### src/hw/rtl/hpt_pkg.sv
// Package for the homogeneous point transform.
// Holds transaction payload types, the pipeline control struct and status codes.
// No dependencies.
`default_nettype none
package hpt_pkg;

    localparam int NUM_REGS = 8;
    localparam int REG_W    = 64;
    localparam int HALF_W   = 32;
    localparam int IDX_W    = 3;

    localparam logic [1:0] ST_OK    = 2'd0;
    localparam logic [1:0] ST_WZERO = 2'd1;
    localparam logic [1:0] ST_SAT   = 2'd2;

    typedef struct packed {
        logic signed [31:0] point_x;
        logic signed [31:0] point_y;
        logic signed [31:0] point_z;
    } t_point_in;

    typedef struct packed {
        logic signed [31:0] result_x;
        logic signed [31:0] result_y;
        logic signed [31:0] result_z;
        logic [1:0]         status;
    } t_point_out;

    typedef struct packed {
        logic       valid;
        logic       wzero;
        logic [2:0] neg;
        logic [2:0] over;
    } t_ctl;

endpackage
`default_nettype wire

### src/hw/rtl/hpt_cell.sv
// One restoring-division cell: one quotient bit for each of three lanes.
// Registered; hands remainder, numerator bits and quotient on. Depends on hpt_pkg.
`default_nettype none
module hpt_cell #(
    parameter int CW = 32
) (
    input  wire                    i_clk,
    input  wire                    i_rst_n,
    input  hpt_pkg::t_ctl          i_ctl,
    input  wire [2*CW+1:0]         i_den,
    input  wire [3*(2*CW+2)-1:0]   i_rem,
    input  wire [3*CW-1:0]         i_nlo,
    input  wire [3*CW-1:0]         i_q,
    output hpt_pkg::t_ctl          o_ctl,
    output logic [2*CW+1:0]        o_den,
    output logic [3*(2*CW+2)-1:0]  o_rem,
    output logic [3*CW-1:0]        o_nlo,
    output logic [3*CW-1:0]        o_q
);
    localparam int S = 2 * CW + 2;
    localparam int K = CW;

    logic [3*S-1:0] n_rem;
    logic [3*K-1:0] n_nlo;
    logic [3*K-1:0] n_q;

    always_comb begin
        logic [S:0] t;
        logic [S:0] d;
        logic       ge;
        for (int j = 0; j < 3; j++) begin
            t  = {i_rem[j*S +: S], i_nlo[j*K + K - 1]};
            d  = {1'b0, i_den};
            ge = (t >= d);
            n_rem[j*S +: S] = ge ? S'(t - d) : t[S-1:0];
            n_nlo[j*K +: K] = {i_nlo[j*K +: K-1], 1'b0};
            n_q[j*K +: K]   = {i_q[j*K +: K-1], ge};
        end
    end

    always_ff @(posedge i_clk) begin
        if (!i_rst_n) begin
            o_ctl.valid <= 1'b0;
        end else begin
            o_ctl.valid <= i_ctl.valid;
        end
        o_ctl.wzero <= i_ctl.wzero;
        o_ctl.neg   <= i_ctl.neg;
        o_ctl.over  <= i_ctl.over;
        o_den       <= i_den;
        o_rem       <= n_rem;
        o_nlo       <= n_nlo;
        o_q         <= n_q;
    end

endmodule
`default_nettype wire

### config.mk
export PLATFORM = sky130hd
export DESIGN_NAME = hpt_cell
export DESIGN_NICKNAME = d
export VERILOG_FILES = /design/src/hw/rtl/hpt_pkg.sv /design/src/hw/rtl/hpt_cell.sv
export SDC_FILE = /design/constraint.sdc
export NUM_CORES = 1
export LEC_CHECK = 0
export BUFFER_PORTS_ARGS = -buffer_cell sky130_fd_sc_hd__buf_2
export CORE_AREA = 2 2 364 366
export DETAILED_ROUTE_END_ITERATION = 12
export DIE_AREA = 0 0 366 368
export PLACE_DENSITY = 0.47
export SETUP_SLACK_MARGIN = 0.1
export SLEW_MARGIN = 20
export SYNTH_ARGS = -nofsm -noshare
export SYNTH_HDL_FRONTEND = slang
export SYNTH_SLANG_ARGS = --single-unit
### constraint.sdc
create_clock -name i_clk -period 4.85 [get_ports i_clk]
set_input_delay 0.7275 -clock i_clk [delete_from_list [all_inputs] [get_ports i_clk]]
set_output_delay 0.7275 -clock i_clk [all_outputs]
set_load 0.01 [all_outputs]
### After elaboration in Yosys (flattened, before gate mapping)

Cells that the tools add are included.

* add/subtract/negate cells: 3
* $lt $le $gt $ge: 3
* muxes and demuxes: 3

Operators with widths (count)
* 67-bit by 66-bit greater-or-equal comparator with 1-bit output: 3
* 66-bit 2-to-1 mux: 3
* 66-bit subtractor: 3

* register bits after elaboration: 461
* output and inout bits: 464
* word-level logic and storage cells: 17

### Logic depth before layout (Yosys ltp)

* depth in word-level cells: 2
* gate-level depth with buffers: 18

### Worst setup path before layout

OpenSTA, ideal clock, no wires.

* kind: in2reg
* from: in i_nlo[95]
* to: reg o_rem[192]
* arrival time: 3.726 ns
* required time: 4.729 ns
* setup slack: 1.003 ns
* stages: 16
* buffers on the path: 0
* path through: inv_1 > ha_1 > inv_1 > fa_1 > a21oi_1 > o21ai_1 > a211oi_2 > o31ai_1 > a221oi_2 > o31ai_2 > a31o_2 > o2bb2ai_1 > a211oi_2 > o21ai_1 > xor2_1 > mux2_2

* cells in the longest elaborated chain, start to end: 2
* elaborated cells on any way between the ends: 3

RTL lines
* start: declaration: line hpt_cell.sv:12 `input wire [3*CW-1:0] i_nlo,`
* 66-bit subtractor or 67-bit by 66-bit greater-or-equal comparator with 1-bit output (tied branches): line hpt_cell.sv:35, hpt_cell.sv:34
* 66-bit 2-to-1 mux (*): line hpt_cell.sv:35 `n_rem[j*S +: S] = ge ? S'(t - d) : t[S-1:0];`
* net n_rem[192]: line hpt_cell.sv:23 `logic [3*S-1:0] n_rem;`
* end signal: assignment: line hpt_cell.sv:51 `o_rem <= n_rem;`
* end: declaration: line hpt_cell.sv:16 `output logic [3*(2*CW+2)-1:0] o_rem,`

The timed path passes the listed nets; every way through them passes the cells marked *.
A chain may end at the register's enable or synchronous reset.

### Final worst setup path

* from: in i_den[1]
* to: reg o_rem[69]

* cells in the longest elaborated chain, start to end: 2
* elaborated cells on any way between the ends: 3

RTL lines
* start: declaration: line hpt_cell.sv:10 `input wire [2*CW+1:0] i_den,`
* 66-bit subtractor or 67-bit by 66-bit greater-or-equal comparator with 1-bit output (tied branches): line hpt_cell.sv:35, hpt_cell.sv:34
* 66-bit 2-to-1 mux (*): line hpt_cell.sv:35
* net n_rem[69]: line hpt_cell.sv:23

Marks and branches as above.

==> results by stage <==
Critical path:
- The kind of critical path is in -> reg.
- The largest single stage delay on the critical path is 0.49 ns.
- The highest-delay cell along the critical path is sky130_fd_sc_hd__a211oi_1.
- In this design, the critical path's most frequently occurring cell is sky130_fd_sc_hd__buf_4.
- Walking the worst path, the cells encountered are buf_2, inv_1, ha_1, nor2b_1, o2111ai_1, buf_4, a21oi_1, o2111a_1, o21a_1, o2111ai_1, buf_4, a211oi_1, buf_4, o211ai_1, nor4_1, a311o_2, buf_12, mux2_1.
- The largest fanout on the critical path is 62.
- STA puts the critical path data required time at 5.40 ns.
- STA puts the critical path data arrival time at 4.93 ns.
- The worst setup path is captured at a register.
- The worst setup path is launched from an input port.

Synthesis:
- Of the synthesized area, sequential elements account for 39.7%.
- The most instantiated library cell after synthesis is sky130_fd_sc_hd__dfxtp_1.
- A synthesized cell averages 8.60 µm².
- The top cell type by total area after synthesis is sky130_fd_sc_hd__dfxtp_1.
- Yosys mapped the design onto 81 distinct sky130hd cell types.
- After synthesis, the cell types taking the most area are sky130_fd_sc_hd__dfxtp_1, sky130_fd_sc_hd__ha_1, sky130_fd_sc_hd__a21oi_1.
- The main flop type after synthesis is sky130_fd_sc_hd__dfxtp_1.
- The post-synthesis instance total is 2702.
- The Yosys step of the flow raised 0 warnings.
- By count the netlist is led by sky130_fd_sc_hd__dfxtp_1, sky130_fd_sc_hd__a21oi_1, sky130_fd_sc_hd__nand2_1.
- Yosys mapped a number of flops with a built-in enable equal to 0.
- After synthesis, the share of flip-flops with an asynchronous set or reset is 0%.
- After synthesis the netlist holds a flip-flop and latch count of 461.
- The cell area after synthesis is 23200 µm².
- Of the post-synthesis cell area, the dominant cell type holds 39.7%.

Job:
- Across the run, the number of max-cap violations was 0.

Clock tree:
- TritonCTS built the clock tree.
- The maximum buffer depth of the clock tree is 3.
- Once the clock tree was built, the setup fixing pass inserted 0 buffers.
- The count of hold buffers inserted by post-cts repair is 0.
- The clock sink count is 461.
- The count of H-tree levels built during CTS is 2.
- The number of buffers created by CTS is 59.
- The clock-pin transition on the worst setup and hold timing paths is 0.06 ns.
- After clock tree synthesis, the repair step resized 0 gates.
- The CTS root buffer is sky130_fd_sc_hd__clkbuf_16.

Worst hold path:
- The launch point of the worst hold path is i_q[0].
- The worst min-delay path class is in -> reg.
- Along the worst hold path, the cell count comes to 1.
- The worst hold path terminates at o_q[1].

Floorplanning:
- Once the floorplan was initialized, standard cells occupied 17.8% of the core.
- The area of the die is 135000 µm².
- The floorplan step set the die height to 368 µm.
- The initialized floorplan defines 133 standard-cell rows.
- The core region is 131000 µm².
- The horizontal extent of the die is 366 µm.
- The number of top-level pins is 930.

Status:
- The run finished with clean final reports.

Routing:
- The number of remaining DRC errors is 0.
- The length of the first detailed-routing pass in iterations is 7.
- The post-detailed-route wirelength per cell is 25.1 µm.
- The number of violations reported at the end of detailed-routing iteration 0 is 1313.
- The routed design has 139000 µm of wire.
- The number of vias in the routed layout is 24100.
- Once detail routing completed, the nets flagged for antenna violations numbered 0.
- Using the TritonRoute via totals, the vias-per-cell ratio works out to 4.35.

GRT:
- The first global-routing pass estimated 187000 µm of wire.
- The via count of the first global-routing pass is 24000.
- The met3 global-route usage is 6.72%.
- The routing layer with the top usage in global route is met2.
- Global routing finished with a remaining overflow of 0.
- The met1 layer usage reported by global route is 22.4%.
- The number of antenna violations at the first check in global routing came to 62.
- Global routing used 19.8% of the available tracks across all layers.
- The met2 demand-to-capacity share in global routing is 35.4%.
- Entering global routing, the biggest net connects 63 pins.

Timing:
- The number of max-slew violations in the final report was 0.
- The clock period minus worst slack is 4.38 ns.
- The worst slew margin relative to its limit is 45.9%.
- Setup repair after global routing left no endpoint under its margin.
- At the pin with the least slew margin, the transition time is 0.803 ns.
- In the final timing run, aggregate negative setup slack is 0 ns.
- The timing-limited maximum frequency is 228 MHz.
- The smallest setup slack after layout is 0.472 ns.
- The number of failing hold endpoints at the final stage is 0.
- The number of setup violations in the final report is 0.
- The worst path uses 90.3% of the clock period.

Layout:
- The core utilization of the finished layout is 25.2%.
- The ratio of cells with drive above 1 in the final layout is 32.5%.
- The final layout contains 4397 nets.
- The area growth from synthesis to layout is 41.6%.

Power:
- The maximum vdd drop is 0.277 mV.
- The static leakage is 0.0156 µW.
- Power spread over the standard cell area amounts to 386 nW/µm².

Placed design:
- Detailed placement ended at an HPWL of 121000 µm.
- Port buffering added 923 buffers.
- The placement-stage worst setup slack is -0.113 ns.
- Routability-driven placement finished with a final weighted congestion of 0.916.
==> cell usage in the layout, fill, tap and decap left out, types with 30 or more instances in the layout <==
cell                          n
sky130_fd_sc_hd__o21bai_1    49
sky130_fd_sc_hd__clkbuf_16   60
sky130_fd_sc_hd__nand4_1     63
sky130_fd_sc_hd__ha_1       198
sky130_fd_sc_hd__buf_2      923
sky130_fd_sc_hd__a21o_1      98
sky130_fd_sc_hd__a31oi_1     30
sky130_fd_sc_hd__o21ai_0    114
sky130_fd_sc_hd__a21oi_1    330
sky130_fd_sc_hd__mux2_1      34
sky130_fd_sc_hd__o21ai_1     91
sky130_fd_sc_hd__nor2_1     217
sky130_fd_sc_hd__buf_4      161
sky130_fd_sc_hd__inv_1      136
sky130_fd_sc_hd__xor2_1      82
sky130_fd_sc_hd__nand3_1     38
sky130_fd_sc_hd__xnor2_1    102
sky130_fd_sc_hd__dfxtp_1    461
sky130_fd_sc_hd__nand2_1    240
==> metal layers <==
metal	up-vias	share of wire (%)
met4	54	2.7
met5	-	0.22
met1	11400	39
met3	195	8.5
li1	11600	-
met2	834	49
==> sequential cells by signal, indices dropped and copies added, names as in the netlist <==
| register | cells |
|---|---|
| o_q | 96 |
| o_ctl | 8 |
| o_den | 66 |
| o_nlo | 93 |
| o_rem | 198 |
==> cell type report <==
class                      count  area, µm²
antenna                       11       27.5
clock buffer                  77       1670
clock inverter                32        362
fill                       14500      97900
inverter                     137        514
multi-input combinational   1982      13000
sequential                   461       9230
tap                         1755       2200
timing repair buffer        1089       5930
==> power by group <==
group | internal, µW | total, µW | switching, µW
clock network | 2690 | 4660 | 1970
logic | 1410 | 3590 | 2180
registers | 4270 | 4450 | 180
==> worst max path at each step <==
| stage | end | slack [ns] | cells after the start | startpoint |
|---|---|---|---|---|
| 3_3_place_gp | o_rem[69] | -0.14 | 18 | i_den[1] |
| 5_1_grt | o_rem[69] | 0.28 | 18 | i_den[1] |
| 4_1_cts | o_rem[69] | 0.60 | 18 | i_den[1] |
| 3_5_place_dp | o_rem[69] | -0.11 | 18 | i_den[1] |
| 2_1_floorplan | o_rem[192] | 1.00 | 16 | i_nlo[95] |
| 6_report | o_rem[69] | 0.47 | 18 | i_den[1] |
==> through the flow <==
step | instance area, µm² | hold WS [ns] | cells | total power, µW
finish | 32900 | 0.153 | 5544 | 12700
CTS | 32900 | 0.0888 | 5533 | 12900
detailed placement | 30900 | 0.831 | 5424 | 8140
global route | 32900 | 0.103 | 5534 | 13400
global placement | 30900 | 0.831 | 5424 | 8160
floorplan | 23300 | 0.755 | 2704 | 6350
==> worst max-delay path: cells and delay by family <==
| kind | cells | cell delay, ns |
|---|---|---|
| buffers and inverters | 6 | 1.04 |
| adders and majority gates | 1 | 0.28 |
| and+or+nand+nor | 2 | 0.43 |
| muxes | 1 | 0.38 |
| AOI/OAI and AO/OA | 8 | 1.87 |
==> kinds of logic after synthesis <==
logic type | count (synthesis) | synth area share [%]
AO/OA/AOI/OAI | 847 | 22.1
XOR/XNOR | 184 | 6.93
adder cells (fa/ha/maj) | 201 | 10.9
buffers and inverters | 261 | 4.51
flip-flops | 461 | 39.7
multiplexers | 36 | 1.74
other | 1 | 0.0161
AND/OR/NAND/NOR | 711 | 14.1
(Power assumes the default switching activity.)
